## src/hw/rtl/motor_speed_pid_controller_unit_macros.svh

```systemverilog
// Assertion helpers for the speed controller.
`ifndef MOTOR_SPEED_PID_CONTROLLER_UNIT_MACROS_SVH
`define MOTOR_SPEED_PID_CONTROLLER_UNIT_MACROS_SVH
`ifndef SYNTHESIS
`define MSP_ASSERT_NEXT(lbl, clk, rst_n, ante, cons) \
  lbl: assert property (@(posedge clk) disable iff (!rst_n) (ante) |=> (cons)) \
    else $error("assertion failed");
`define MSP_ASSERT_NOW(lbl, clk, rst_n, ante, cons) \
  lbl: assert property (@(posedge clk) disable iff (!rst_n) (ante) |-> (cons)) \
    else $error("assertion failed");
`else
`define MSP_ASSERT_NEXT(lbl, clk, rst_n, ante, cons)
`define MSP_ASSERT_NOW(lbl, clk, rst_n, ante, cons)
`endif
`endif

```

## src/hw/rtl/msp_pkg.sv

```systemverilog
`timescale 1ns / 1ps
package msp_pkg;

  typedef enum logic [2:0] {
    MODE_HALL  = 3'd0,
    MODE_SPEED = 3'd1,
    MODE_RAMP  = 3'd2,
    MODE_CTRL  = 3'd3,
    MODE_START = 3'd4,
    MODE_STOP  = 3'd5
  } mode_e;

  typedef enum logic [2:0] {
    REG_KP  = 3'd0,
    REG_KI  = 3'd1,
    REG_KD  = 3'd2,
    REG_MAX = 3'd3,
    REG_MIN = 3'd4
  } reg_idx_e;

  typedef enum logic [4:0] {
    CMD_NONE,
    CMD_LOAD,
    CMD_EXEC,
    CMD_SP_MUL25,
    CMD_SP_RECIP3,
    CMD_SP_MUL60,
    CMD_SP_UPDATE,
    CMD_SP_DIVMUL,
    CMD_SP_REMMUL,
    CMD_SP_AVG,
    CMD_CT_ERR,
    CMD_CT_MULP,
    CMD_CT_MULI,
    CMD_CT_MULD,
    CMD_CT_SUB,
    CMD_CT_CLAMP,
    CMD_CT_DUTYMUL,
    CMD_CT_DUTY
  } step_e;

  typedef enum logic [4:0] {
    ST_IDLE,
    ST_DECODE,
    ST_SP_RECIP3,
    ST_SP_MUL60,
    ST_SP_UPDATE,
    ST_SP_DIVMUL,
    ST_SP_REMMUL,
    ST_SP_AVG,
    ST_CT_MULP,
    ST_CT_MULI,
    ST_CT_MULD,
    ST_CT_SUB,
    ST_CT_CLAMP,
    ST_CT_DUTYMUL,
    ST_CT_DUTY,
    ST_DONE
  } state_e;

  typedef struct packed {
    step_e step;
    logic  load_out;
  } ctl_cmd_t;

  typedef struct packed {
    logic [2:0] mode;
  } dp_status_t;

  typedef struct packed {
    logic signed [31:0] kp;
    logic signed [31:0] ki;
    logic signed [31:0] kd;
    logic [12:0]        max_cmd;
    logic [12:0]        min_cmd;
  } cfg_t;

  localparam logic [11:0]        EDGE_MAX       = 12'd4095;
  localparam logic signed [13:0] START_SETPOINT = 14'sd700;
  localparam logic signed [13:0] FAST_STEP      = 14'sd4;
  localparam logic signed [13:0] SLOW_STEP      = 14'sd1;
  localparam logic [12:0]        MAX_CMD_RESET  = 13'd5820;
  localparam logic [7:0]         EDGE_TO_RPM_A  = 8'd25;
  localparam logic [15:0]        RECIP3         = 16'd43691;
  localparam int unsigned        RECIP3_SHIFT   = 17;
  localparam logic [7:0]         EDGE_TO_RPM_B  = 8'd60;
  localparam logic [15:0]        DUTY_RECIP     = 16'd34593;
  localparam int unsigned        DUTY_SHIFT     = 24;

endpackage

```

## src/hw/rtl/msp_cfg_regs.sv

```systemverilog
`timescale 1ns / 1ps
module msp_cfg_regs (
  input  logic          clk_i,
  input  logic          rst_ni,
  input  logic          psel,
  input  logic          penable,
  input  logic          pwrite,
  input  logic [4:0]    paddr,
  input  logic [31:0]   pwdata,
  output logic [31:0]   prdata,
  output logic          pready,
  output msp_pkg::cfg_t cfg_o
);
  import msp_pkg::*;

  cfg_t cfg_q;
  logic wr_en;

  assign pready = 1'b1;
  assign wr_en  = psel & penable & pwrite;
  assign cfg_o  = cfg_q;

  always_ff @(posedge clk_i or negedge rst_ni) begin
    if (!rst_ni) begin
      cfg_q.kp      <= '0;
      cfg_q.ki      <= '0;
      cfg_q.kd      <= '0;
      cfg_q.max_cmd <= MAX_CMD_RESET;
      cfg_q.min_cmd <= '0;
    end else if (wr_en) begin
      case (paddr[4:2])
        REG_KP:  cfg_q.kp      <= $signed(pwdata);
        REG_KI:  cfg_q.ki      <= $signed(pwdata);
        REG_KD:  cfg_q.kd      <= $signed(pwdata);
        REG_MAX: cfg_q.max_cmd <= pwdata[12:0];
        REG_MIN: cfg_q.min_cmd <= pwdata[12:0];
        default: ;
      endcase
    end
  end

  always_comb begin
    case (paddr[4:2])
      REG_KP:  prdata = cfg_q.kp;
      REG_KI:  prdata = cfg_q.ki;
      REG_KD:  prdata = cfg_q.kd;
      REG_MAX: prdata = {19'd0, cfg_q.max_cmd};
      REG_MIN: prdata = {19'd0, cfg_q.min_cmd};
      default: prdata = '0;
    endcase
  end

endmodule

```

## src/hw/rtl/msp_datapath.sv

```systemverilog
`timescale 1ns / 1ps
module msp_datapath #(
  parameter int WINDOW_DEPTH = 8
) (
  input  logic                clk_i,
  input  logic                rst_ni,
  input  msp_pkg::ctl_cmd_t   cmd_i,
  output msp_pkg::dp_status_t status_o,
  input  msp_pkg::cfg_t       cfg_i,
  input  logic [2:0]          in_mode_i,
  input  logic [12:0]         in_target_i,
  input  logic                in_estop_i,
  output logic [47:0]         out_data_o,
  output logic                out_user_o
);
  import msp_pkg::*;

  localparam int PW    = $clog2(WINDOW_DEPTH);
  localparam int SUM_W = 21 + $clog2(WINDOW_DEPTH);
  localparam logic [31:0] RECIP_W = 32'((64'd1 << 32) / WINDOW_DEPTH);

  logic [2:0]  mode_q;
  logic [12:0] target_q;
  logic        estop_q;

  logic [11:0]        edge_q;
  logic [PW-1:0]      pos_q;
  logic               filled_q;
  logic [SUM_W-1:0]   sum_q;
  logic [20:0]        avg_q;
  logic signed [13:0] sp_q;
  logic signed [31:0] integ_q;
  logic signed [22:0] lerr_q;
  logic [5:0]         duty_q;
  logic               run_q;
  logic [WINDOW_DEPTH-1:0] vld_q;

  logic [20:0]        win_mem [WINDOW_DEPTH];
  logic [20:0]        rd_q;
  logic               rdv_q;

  logic signed [65:0] prod_q;
  logic signed [63:0] acc_q;
  logic [20:0]        rpm_q;
  logic [SUM_W-1:0]   q0_q;
  logic signed [22:0] err_q;
  logic signed [23:0] diff_q;
  logic [28:0]        clamp_q;

  logic signed [32:0] mul_a;
  logic signed [32:0] mul_b;
  logic signed [65:0] prod_d;

  logic signed [22:0] err_d;
  logic signed [32:0] isum;
  logic signed [31:0] integ_d;
  logic [20:0]        old_val;
  logic [SUM_W-1:0]   rem;
  logic signed [63:0] hi_lim;
  logic signed [63:0] lo_lim;
  logic [PW-1:0]      pos_next;

  assign status_o.mode = mode_q;

  always_comb begin
    mul_a = '0;
    mul_b = '0;
    case (cmd_i.step)
      CMD_SP_MUL25: begin
        mul_a = 33'(edge_q);
        mul_b = 33'(EDGE_TO_RPM_A);
      end
      CMD_SP_RECIP3: begin
        mul_a = 33'(prod_q[16:0]);
        mul_b = 33'(RECIP3);
      end
      CMD_SP_MUL60: begin
        mul_a = 33'(prod_q[RECIP3_SHIFT +: 16]);
        mul_b = 33'(EDGE_TO_RPM_B);
      end
      CMD_SP_DIVMUL: begin
        mul_a = 33'(sum_q);
        mul_b = 33'(RECIP_W);
      end
      CMD_SP_REMMUL: begin
        mul_a = 33'(prod_q[32 +: SUM_W]);
        mul_b = 33'(WINDOW_DEPTH);
      end
      CMD_CT_MULP: begin
        mul_a = 33'(cfg_i.kp);
        mul_b = 33'(err_q);
      end
      CMD_CT_MULI: begin
        mul_a = 33'(cfg_i.ki);
        mul_b = 33'(integ_q);
      end
      CMD_CT_MULD: begin
        mul_a = 33'(cfg_i.kd);
        mul_b = 33'(diff_q);
      end
      CMD_CT_DUTYMUL: begin
        mul_a = 33'(clamp_q[28:15]);
        mul_b = 33'(DUTY_RECIP);
      end
      default: ;
    endcase
  end

  assign prod_d   = mul_a * mul_b;
  assign err_d    = 23'(sp_q) - $signed({2'b00, avg_q});
  assign isum     = 33'(integ_q) + 33'(err_d);
  assign old_val  = rdv_q ? rd_q : '0;
  assign rem      = sum_q - prod_q[SUM_W-1:0];
  assign hi_lim   = $signed({35'd0, cfg_i.max_cmd, 16'd0});
  assign lo_lim   = $signed({35'd0, cfg_i.min_cmd, 16'd0});
  assign pos_next = (pos_q == PW'(WINDOW_DEPTH - 1)) ? '0 : pos_q + 1'b1;

  always_comb begin
    if (isum > 33'sh0_7FFF_FFFF) begin
      integ_d = 32'sh7FFF_FFFF;
    end else if (isum < -33'sh0_8000_0000) begin
      integ_d = -32'sh8000_0000;
    end else begin
      integ_d = isum[31:0];
    end
  end

  always_ff @(posedge clk_i or negedge rst_ni) begin
    if (!rst_ni) begin
      edge_q   <= '0;
      pos_q    <= '0;
      filled_q <= 1'b0;
      sum_q    <= '0;
      avg_q    <= '0;
      sp_q     <= '0;
      integ_q  <= '0;
      lerr_q   <= '0;
      duty_q   <= '0;
      run_q    <= 1'b0;
      vld_q    <= '0;
    end else begin
      case (cmd_i.step)
        CMD_EXEC: begin
          case (mode_q)
            MODE_HALL: begin
              if (run_q && edge_q < EDGE_MAX) begin
                edge_q <= edge_q + 1'b1;
              end
            end
            MODE_RAMP: begin
              if (sp_q < $signed({1'b0, target_q})) begin
                sp_q <= sp_q + SLOW_STEP;
              end else if (sp_q > $signed({1'b0, target_q})) begin
                sp_q <= sp_q - (estop_q ? FAST_STEP : SLOW_STEP);
              end
            end
            MODE_START: begin
              sp_q  <= START_SETPOINT;
              run_q <= 1'b1;
            end
            MODE_STOP: begin
              if (avg_q == '0) begin
                run_q <= 1'b0;
                sp_q  <= '0;
              end
            end
            default: ;
          endcase
        end
        CMD_SP_UPDATE: begin
          sum_q        <= sum_q - SUM_W'(old_val) + SUM_W'(prod_q[20:0]);
          vld_q[pos_q] <= 1'b1;
          pos_q        <= pos_next;
          edge_q       <= '0;
        end
        CMD_SP_AVG: begin
          if (filled_q) begin
            avg_q <= (rem >= SUM_W'(WINDOW_DEPTH)) ? 21'(q0_q + 1'b1) : 21'(q0_q);
          end else begin
            avg_q <= rpm_q;
          end
          if (pos_q == PW'(WINDOW_DEPTH - 1)) begin
            filled_q <= 1'b1;
          end
        end
        CMD_CT_ERR: begin
          integ_q <= integ_d;
          lerr_q  <= err_d;
        end
        CMD_CT_DUTY: begin
          duty_q <= prod_q[DUTY_SHIFT +: 6];
        end
        default: ;
      endcase
    end
  end

  always_ff @(posedge clk_i) begin
    if (cmd_i.step == CMD_SP_MUL25) begin
      rd_q  <= win_mem[pos_q];
      rdv_q <= vld_q[pos_q];
    end
    if (cmd_i.step == CMD_SP_UPDATE) begin
      win_mem[pos_q] <= prod_q[20:0];
    end
  end

  always_ff @(posedge clk_i) begin
    prod_q <= prod_d;
    case (cmd_i.step)
      CMD_LOAD: begin
        mode_q   <= in_mode_i;
        target_q <= in_target_i;
        estop_q  <= in_estop_i;
      end
      CMD_SP_UPDATE: rpm_q <= prod_q[20:0];
      CMD_SP_REMMUL: q0_q  <= prod_q[32 +: SUM_W];
      CMD_CT_ERR: begin
        err_q  <= err_d;
        diff_q <= 24'(err_d) - 24'(lerr_q);
      end
      CMD_CT_MULI: acc_q <= prod_q[63:0];
      CMD_CT_MULD: acc_q <= acc_q + $signed(prod_q[63:0]);
      CMD_CT_SUB:  acc_q <= acc_q - $signed(prod_q[63:0]);
      CMD_CT_CLAMP: begin
        if (acc_q > hi_lim) begin
          clamp_q <= {cfg_i.max_cmd, 16'd0};
        end else if (acc_q < lo_lim) begin
          clamp_q <= {cfg_i.min_cmd, 16'd0};
        end else begin
          clamp_q <= acc_q[28:0];
        end
      end
      default: ;
    endcase
    if (cmd_i.load_out) begin
      out_data_o <= {6'd0, run_q, duty_q, sp_q, avg_q};
      out_user_o <= (mode_q == MODE_CTRL);
    end
  end

endmodule

```

## src/hw/rtl/msp_ctrl.sv

```systemverilog
`timescale 1ns / 1ps
`include "motor_speed_pid_controller_unit_macros.svh"
module msp_ctrl (
  input  logic                clk_i,
  input  logic                rst_ni,
  input  logic                in_valid_i,
  output logic                in_ready_o,
  input  logic                out_ready_i,
  output logic                out_valid_o,
  input  msp_pkg::dp_status_t status_i,
  output msp_pkg::ctl_cmd_t   cmd_o
);
  import msp_pkg::*;

  state_e state_q, state_d;
  logic   out_valid_q, out_valid_d;
  logic   out_free;

  assign out_free    = !out_valid_q || out_ready_i;
  assign in_ready_o  = (state_q == ST_IDLE);
  assign out_valid_o = out_valid_q;

  always_ff @(posedge clk_i or negedge rst_ni) begin
    if (!rst_ni) begin
      state_q     <= ST_IDLE;
      out_valid_q <= 1'b0;
    end else begin
      state_q     <= state_d;
      out_valid_q <= out_valid_d;
    end
  end

  always_comb begin
    state_d        = state_q;
    cmd_o.step     = CMD_NONE;
    cmd_o.load_out = 1'b0;
    out_valid_d    = out_valid_q && !out_ready_i;
    case (state_q)
      ST_IDLE: begin
        if (in_valid_i) begin
          cmd_o.step = CMD_LOAD;
          state_d    = ST_DECODE;
        end
      end
      ST_DECODE: begin
        case (status_i.mode)
          MODE_SPEED: begin
            cmd_o.step = CMD_SP_MUL25;
            state_d    = ST_SP_RECIP3;
          end
          MODE_CTRL: begin
            cmd_o.step = CMD_CT_ERR;
            state_d    = ST_CT_MULP;
          end
          default: begin
            cmd_o.step = CMD_EXEC;
            state_d    = ST_DONE;
          end
        endcase
      end
      ST_SP_RECIP3: begin
        cmd_o.step = CMD_SP_RECIP3;
        state_d    = ST_SP_MUL60;
      end
      ST_SP_MUL60: begin
        cmd_o.step = CMD_SP_MUL60;
        state_d    = ST_SP_UPDATE;
      end
      ST_SP_UPDATE: begin
        cmd_o.step = CMD_SP_UPDATE;
        state_d    = ST_SP_DIVMUL;
      end
      ST_SP_DIVMUL: begin
        cmd_o.step = CMD_SP_DIVMUL;
        state_d    = ST_SP_REMMUL;
      end
      ST_SP_REMMUL: begin
        cmd_o.step = CMD_SP_REMMUL;
        state_d    = ST_SP_AVG;
      end
      ST_SP_AVG: begin
        cmd_o.step = CMD_SP_AVG;
        state_d    = ST_DONE;
      end
      ST_CT_MULP: begin
        cmd_o.step = CMD_CT_MULP;
        state_d    = ST_CT_MULI;
      end
      ST_CT_MULI: begin
        cmd_o.step = CMD_CT_MULI;
        state_d    = ST_CT_MULD;
      end
      ST_CT_MULD: begin
        cmd_o.step = CMD_CT_MULD;
        state_d    = ST_CT_SUB;
      end
      ST_CT_SUB: begin
        cmd_o.step = CMD_CT_SUB;
        state_d    = ST_CT_CLAMP;
      end
      ST_CT_CLAMP: begin
        cmd_o.step = CMD_CT_CLAMP;
        state_d    = ST_CT_DUTYMUL;
      end
      ST_CT_DUTYMUL: begin
        cmd_o.step = CMD_CT_DUTYMUL;
        state_d    = ST_CT_DUTY;
      end
      ST_CT_DUTY: begin
        cmd_o.step = CMD_CT_DUTY;
        state_d    = ST_DONE;
      end
      ST_DONE: begin
        if (out_free) begin
          cmd_o.load_out = 1'b1;
          out_valid_d    = 1'b1;
          state_d        = ST_IDLE;
        end
      end
      default: state_d = ST_IDLE;
    endcase
  end

  `MSP_ASSERT_NEXT(a_accept_leaves_idle, clk_i, rst_ni,
    state_q == ST_IDLE && in_valid_i, state_q != ST_IDLE)
  `MSP_ASSERT_NEXT(a_done_waits, clk_i, rst_ni,
    state_q == ST_DONE && !out_free, state_q == ST_DONE)
  `MSP_ASSERT_NEXT(a_done_presents, clk_i, rst_ni,
    state_q == ST_DONE && out_free, out_valid_q && state_q == ST_IDLE)

endmodule

```

## src/hw/rtl/motor_speed_pid_controller_unit.sv

```systemverilog
`timescale 1ns / 1ps
// Hall, ramp, start, stop check and unused modes execute in decode; speed and control ticks
// step through their own states (one shared 33x33 multiplier, one pass each).
// Throughput: one transaction at a time; the next one is taken while a result waits.
// Reset (rst_ni low, asynchronous) clears the FSM, speed and control state, window valid bits
// and gains (not the window memory); the upper output clamp resets to 5820.
module motor_speed_pid_controller_unit #(
  parameter int WINDOW_DEPTH = 8
) (
  input  logic        clk_i,
  input  logic        rst_ni,
  input  logic        s_axis_tvalid,
  output logic        s_axis_tready,
  input  logic [15:0] s_axis_tdata,  // target_speed[12:0], emergency_stop[13], zero pad
  input  logic [2:0]  s_axis_tuser,  // mode[2:0]
  output logic        m_axis_tvalid,
  input  logic        m_axis_tready,
  output logic [47:0] m_axis_tdata,  // filtered_speed, ramp_setpoint, duty, running, pad
  output logic        m_axis_tuser,  // duty_valid
  input  logic        psel,
  input  logic        penable,
  input  logic        pwrite,
  input  logic [4:0]  paddr,
  input  logic [31:0] pwdata,
  output logic [31:0] prdata,
  output logic        pready
);
  import msp_pkg::*;

  cfg_t       cfg;
  ctl_cmd_t   cmd;
  dp_status_t status;

  msp_cfg_regs u_cfg (
    .clk_i   (clk_i),
    .rst_ni  (rst_ni),
    .psel    (psel),
    .penable (penable),
    .pwrite  (pwrite),
    .paddr   (paddr),
    .pwdata  (pwdata),
    .prdata  (prdata),
    .pready  (pready),
    .cfg_o   (cfg)
  );

  msp_ctrl u_ctrl (
    .clk_i       (clk_i),
    .rst_ni      (rst_ni),
    .in_valid_i  (s_axis_tvalid),
    .in_ready_o  (s_axis_tready),
    .out_ready_i (m_axis_tready),
    .out_valid_o (m_axis_tvalid),
    .status_i    (status),
    .cmd_o       (cmd)
  );

  msp_datapath #(
    .WINDOW_DEPTH (WINDOW_DEPTH)
  ) u_dp (
    .clk_i       (clk_i),
    .rst_ni      (rst_ni),
    .cmd_i       (cmd),
    .status_o    (status),
    .cfg_i       (cfg),
    .in_mode_i   (s_axis_tuser),
    .in_target_i (s_axis_tdata[12:0]),
    .in_estop_i  (s_axis_tdata[13]),
    .out_data_o  (m_axis_tdata),
    .out_user_o  (m_axis_tuser)
  );

endmodule

```

## config.mk

```make
export PLATFORM = sky130hd
export DESIGN_NAME = motor_speed_pid_controller_unit
export DESIGN_NICKNAME = d
export VERILOG_FILES = /design/src/hw/rtl/msp_pkg.sv /design/src/hw/rtl/msp_cfg_regs.sv /design/src/hw/rtl/msp_datapath.sv /design/src/hw/rtl/msp_ctrl.sv /design/src/hw/rtl/motor_speed_pid_controller_unit.sv
export VERILOG_INCLUDE_DIRS = /design/src /design/src/hw/rtl
export SDC_FILE = /design/constraint.sdc
export NUM_CORES = 2
export LEC_CHECK = 0
export BUFFER_PORTS_ARGS = -buffer_cell sky130_fd_sc_hd__buf_4
export CAP_MARGIN = 20
export CORE_ASPECT_RATIO = 1.4
export CORE_MARGIN = 5
export CORE_UTILIZATION = 30
export DETAILED_ROUTE_END_ITERATION = 6
export PLACE_DENSITY = 0.5
export SLEW_MARGIN = 20
export SYNTH_ARGS = -nofsm -noshare
export SYNTH_HDL_FRONTEND = slang
export SYNTH_HIERARCHICAL = 1
export SYNTH_SLANG_ARGS = --single-unit
```

## constraint.sdc

```tcl
create_clock -name clk_i -period 19 [get_ports clk_i]
set_input_delay 2.85 -clock clk_i [delete_from_list [all_inputs] [get_ports clk_i]]
set_output_delay 2.85 -clock clk_i [all_outputs]
set_load 0.05 [all_outputs]
```

Word-level counts from Yosys, hierarchy flattened:

Memory sizes are Yosys's and may differ from the RTL's. A register that Yosys moved wholly into a read port is not among the register bits.
Cells that the tools add are included.

* flip-flop bits (word level): 580
* RAM bits: 168
* output and inout port bits: 84
* word-level logic and storage cells: 173
* memories kept: 1

* add/sub/neg operators: 13
* multipliers: 1
* $lt $le $gt $ge: 10
* eq/ne operators: 48
* muxes and demuxes: 39
* bitwise logic cells: 3
* reduce and logical (&&, ||, !) cells: 26

Memories
* u_dp.win_mem: words 8, bits a word 21, read ports 1, clocked after Yosys merged registers in 1, wr ports 1, RTL line msp_datapath.sv:38 `logic [20:0] win_mem [WINDOW_DEPTH];`

Operator list (number)
* one-hot mux 33 bit (9 select lines): 2
* one-hot mux 64 bit (3 select lines): 1
* one-hot mux 32 bit (5 select lines): 1
* one-hot mux 5 bit (15 select lines): 2
* == test 5 x 4 -> 1 bit, second input constant: 16
* adder 64 bit: 1
* > comparator 64 x 30 -> 1 bit: 1
* < comparator 64 x 30 -> 1 bit: 1
* multiplier 33 x 33 -> 64 bit: 1
* two-way mux 32 bit: 2
* subtractor 64 bit: 1
* two-way mux 21 bit: 3
* two-way mux 29 bit: 2
* two-way mux 14 bit: 3
* one-hot mux 14 bit (3 select lines): 1
* == test 5 x 3 -> 1 bit, second input constant: 8
* adder 32 x 23 -> 33 bit: 1
* > comparator 33 x 32 -> 1 bit, second input constant: 1
* < comparator 33 x 32 -> 1 bit, second input constant: 1
* adder 24 x 21 -> 24 bit: 1
* >= comparator 24 x 4 -> 1 bit, second input constant: 1
* two-way mux 12 bit: 2
* one-hot mux 12 bit (2 select lines): 1
* subtractor 23 x 23 -> 24 bit: 1
* 43 further kinds: 85

Longest topological paths before layout:

* depth after elaboration: 6
* gate-level depth with buffers: 45
* gate-level depth less buffers: 40

Cells and area by module:

The synthesis kept the hierarchy.

By module, submodules not included
* msp_datapath: instances 1, cells an instance 7584, area an instance 72834.9 um^2, sequential area each 17431.7 um^2
* msp_cfg_regs: instances 1, cells an instance 414, area an instance 5649.2 um^2, sequential area each 3062.9 um^2
* msp_ctrl: instances 1, cells an instance 49, area an instance 390.4 um^2, sequential area each 125.1 um^2

Worst setup path before layout:

Ideal clock, no wire load.

* kind: input -> register
* start point: input port s_axis_tvalid
* end point: register u_dp.prod_q[63]
* arrival time: 12.776 ns
* data required time: 18.877 ns
* slack: 6.100 ns
* stages: 37
* buffers on the path: 3
* cells stage by stage: a211oi_1 > a21oi_1 > clkbuf_1 > nor4_1 > clkbuf_1 > a22oi_1 > nand2_1 > a221o_1 > clkbuf_1 > nand2_1 > fa_1 > fa_1 > inv_1 > fa_1 > inv_1 > fa_1 > fa_1 > inv_1 > fa_1 > fa_1 > inv_1 > fa_1 > inv_1 > ha_1 > a21o_1 > a21o_1 > a2111oi_1 > o31ai_1 > nand2_1 > o2111ai_1 > a41oi_2 > nor3_1 > nor2_1 > a311oi_1 > a311o_1 > a221oi_2 > xnor2_1

RTL lines
* start, declared: RTL line motor_speed_pid_controller_unit.sv:12 `input logic s_axis_tvalid,`
* end signal, assigned: RTL line msp_datapath.sv:209 `prod_q <= prod_d;`
* end, declared: RTL line msp_datapath.sv:42 `logic signed [65:0] prod_q;`

==> reports/results.txt <==
Status = finished, final reports clean
Die Ht = 617 µm
HP Start = u_dp/duty_q[4]$_DFFE_PN0N_
Final slew viol count = 0
Asr flop ratio synth = 0.361
Unique cell type count in the Yosys netlist = 112
RR Endpoint = u_dp/prod_q[63]$_DFF_P_
# rows = 222
Worst setup SP type = input pin
Worst Path Arrival = 15.21 ns
WL final = 286,000 µm
Post-synthesis sequential area ratio = 0.261
Post-place setup slack = 3.71 ns
Core Region = 0.261 mm²
Hold EP = u_dp/out_data_o[39]$_DFFE_PP_
Largest stage delay, worst path = 0.79 ns
Relative slew slack = 0.269
Synth area leader = fa_1
Critical Path Fanout Max = 23
Post-layout net count = 9,751
Drt first-iter violations = 4,511
Worst VDD drop = 130 µV
WP data required = 19.59 ns
Routed WL per cell = 24.5 µm
Pin count of the biggest net entering global routing = 127
Via count = 60.1k
Synth top area share = 0.287
Reg2reg start = u_dp/status_o[2]$_DFFE_PN_
Clk slew on worst S/H paths = 0.06 ns
Setup violations, final = 0
PostCTS Resize Cnt = 0
Commonest cells in the netlist = inv_1, fa_1, nand2_1
Port-buffer cells = 135
Synth Register Bits = 753
Worst setup path class = input pin to flip-flop
Final hold vios = 0
Initial antenna violation count = 19
Setup ws final = 4.37 ns
H-tree Lvls = 3
Synth Cell Area = 0.0789 mm²
Reg2Reg Setup Slack = 5.60 ns
RSZ-0062 raised after global routing = false
Share of cells above drive strength 1 = 0.0953
CP most frequent cell = fa_1
I/O pins = 147
Synth warn = 6
Worst slew pin tran = 1.07 ns
Leak Pwr = 39.2 nW
Syn_area_per_cell = 9.80 µm²
Power Dens Cells = 168 mW/mm²
TritonCTS Buffers = 88
Clock sinks = 753
Hold buffers post-CTS = 0
Crit path max-delay cell type = a21oi_1
Delay-heaviest family, CP = compound AO/OA/AOI/OAI gates
Clock Latency Late Sink = 0.74 ns
CTS max path bufs = 3
Max-Cap Viols = 0
Ys flop type = edfxtp_1
Full die area = 0.273 mm²
Die Wd = 443 µm
Worst Hold Class = flip-flop to flip-flop
Number of global-route vias before repair = 64.5k
GP Congestion = 0.916
Pre-antenna DRT Iters = 6
Syn Inst Count = 8,047
R2R depth = 38
Fin crit period = 14.63 ns
FMAX = 0.0684 GHz
Global-route wire length before repair = 420,000 µm
Clk root buf = clkbuf_16
TritonCTS clock tree = built
DRC violation count after routing = 0
Post-CTS Setup Inserts = 0
Setup TNS = 0 ns
Avg Vias per Cell = 5.15
Initial Util = 0.302
Min-Delay Path Depth = 0
Hold Slack = 0.450 ns
Final ANT Viol Nets = 0
EDFF count, synth = 417
Clock Skew = 0.0518 ns
Element type at the critical path end = flip-flop
Most numerous cell in the Yosys netlist = inv_1
Buf/Inv on CP = 8
Total grt overflow = 0
Area contributors post-synth = fa_1, edfxtp_1, dfrtp_1
HPWL after detailed placement = 216,000 µm
GRT Total Usage = 0.206
Synthesis-to-layout area growth = 11.1%
Fillers = 26.8k
Fin crit share = 0.770
-- registers in the layout, indices dropped and copies added (netlist names), 4 cells and up --
register and flops:
u_dp/win_mem 168, u_cfg/cfg_o 122, u_dp/acc_q 64, u_dp/prod_q 64, u_dp/out_data_o 42, u_dp/integ_q 32, u_dp/diff_q 24, u_dp/sum_q 24
u_dp/err_q 23, u_dp/lerr_q 23, u_dp/avg_q 21, u_dp/q0_q 21, u_dp/rd_q 21, u_dp/rpm_q 21, u_dp/clamp_q 14, u_dp/sp_q 14
u_dp/target_q 13, u_dp/edge_q 12, u_dp/vld_q 8, u_dp/duty_q 6, u_ctrl/state_q 4
-- power by group --
part	switching (mW)	internal (mW)	leakage, nW	total [mW]
registers	0.392	2.29	7.83	2.68
logic	6.74	3.47	29.9	10.2
clock network	0.781	1.00	1.45	1.78
-- kinds of logic (layout without fill, tap and decap cells) --
family,count (synthesis),after routing,synth area share
buffers and inverters,1645,1769,0.0803
adder cells (fa/ha/maj),1598,1598,0.361
other,2,18,0.0000952
multiplexers,202,202,0.0279
flip-flops,753,753,0.261
XOR/XNOR,317,317,0.0354
AND/OR/NAND/NOR,2280,2280,0.129
AO/OA/AOI/OAI,1250,1250,0.105
-- how the worst max path moves through the flow --
stage,start,end,cells after the start
2_1_floorplan,s_axis_tvalid,u_dp/prod_q[63]$_DFF_P_,37
5_1_grt,s_axis_tvalid,u_dp/prod_q[63]$_DFF_P_,38
3_3_place_gp,s_axis_tvalid,u_dp/prod_q[63]$_DFF_P_,36
6_report,s_axis_tvalid,u_dp/prod_q[63]$_DFF_P_,38
4_1_cts,s_axis_tvalid,u_dp/prod_q[63]$_DFF_P_,38
3_5_place_dp,s_axis_tvalid,u_dp/prod_q[63]$_DFF_P_,36
-- per-stage QoR --
step           cell area [µm²]   util  cells  total power [mW]
6_report                 87600  0.335  11659              14.7
3_5_place_dp             84500  0.323  11481              12.8
3_3_place_gp             84500  0.323  11481              12.7
2_1_floorplan            78900      -   8052              9.22
4_1_cts                  87500  0.335  11646              14.7
5_1_grt                  87600  0.335  11651              15.7
-- layout make-up --
type	instances	area, µm²	area share
antenna	11	27.5	0.000314
tap	3472	4340	0.0496
multi-input combinational	5654	52300	0.598
inverter	1284	4820	0.0550
sequential	753	20600	0.235
clock inverter	39	434	0.00496
timing repair buffer	320	2430	0.0277
clock buffer	126	2580	0.0295
-- per-layer routing --
metal / part of all wire / vias to the layer above / track usage / wire length [µm]
li1: - / 26260 / - / -
met1: 0.38 / 30902 / 0.240 / 108000
met2: 0.49 / 2150 / 0.358 / 139000
met3: 0.062 / 767 / 0.0298 / 17600
met4: 0.076 / 4 / 0.128 / 21700
met5: 0.000091 / - / 0 / 26
-- placed cells by master, fill, tap and decap left out, types with 57 or more instances in the layout --
| cell type | count |
|---|---|
| inv_1 | 1281 |
| fa_1 | 1132 |
| nand2_1 | 1089 |
| nor2_1 | 558 |
| ha_1 | 455 |
| edfxtp_1 | 417 |
| buf_4 | 316 |
| a21oi_1 | 284 |
| dfrtp_1 | 264 |
| o21ai_0 | 249 |
| xnor2_1 | 195 |
| a22oi_1 | 166 |
| mux2_2 | 142 |
| a21o_1 | 135 |
| xor2_1 | 121 |
| clkbuf_16 | 92 |
| and2_1 | 84 |
| nand4_1 | 76 |
| nand3_1 | 67 |
| dfxtp_1 | 64 |
| mux2i_1 | 57 |
Note: power is estimated with default switching activity, not from simulation.
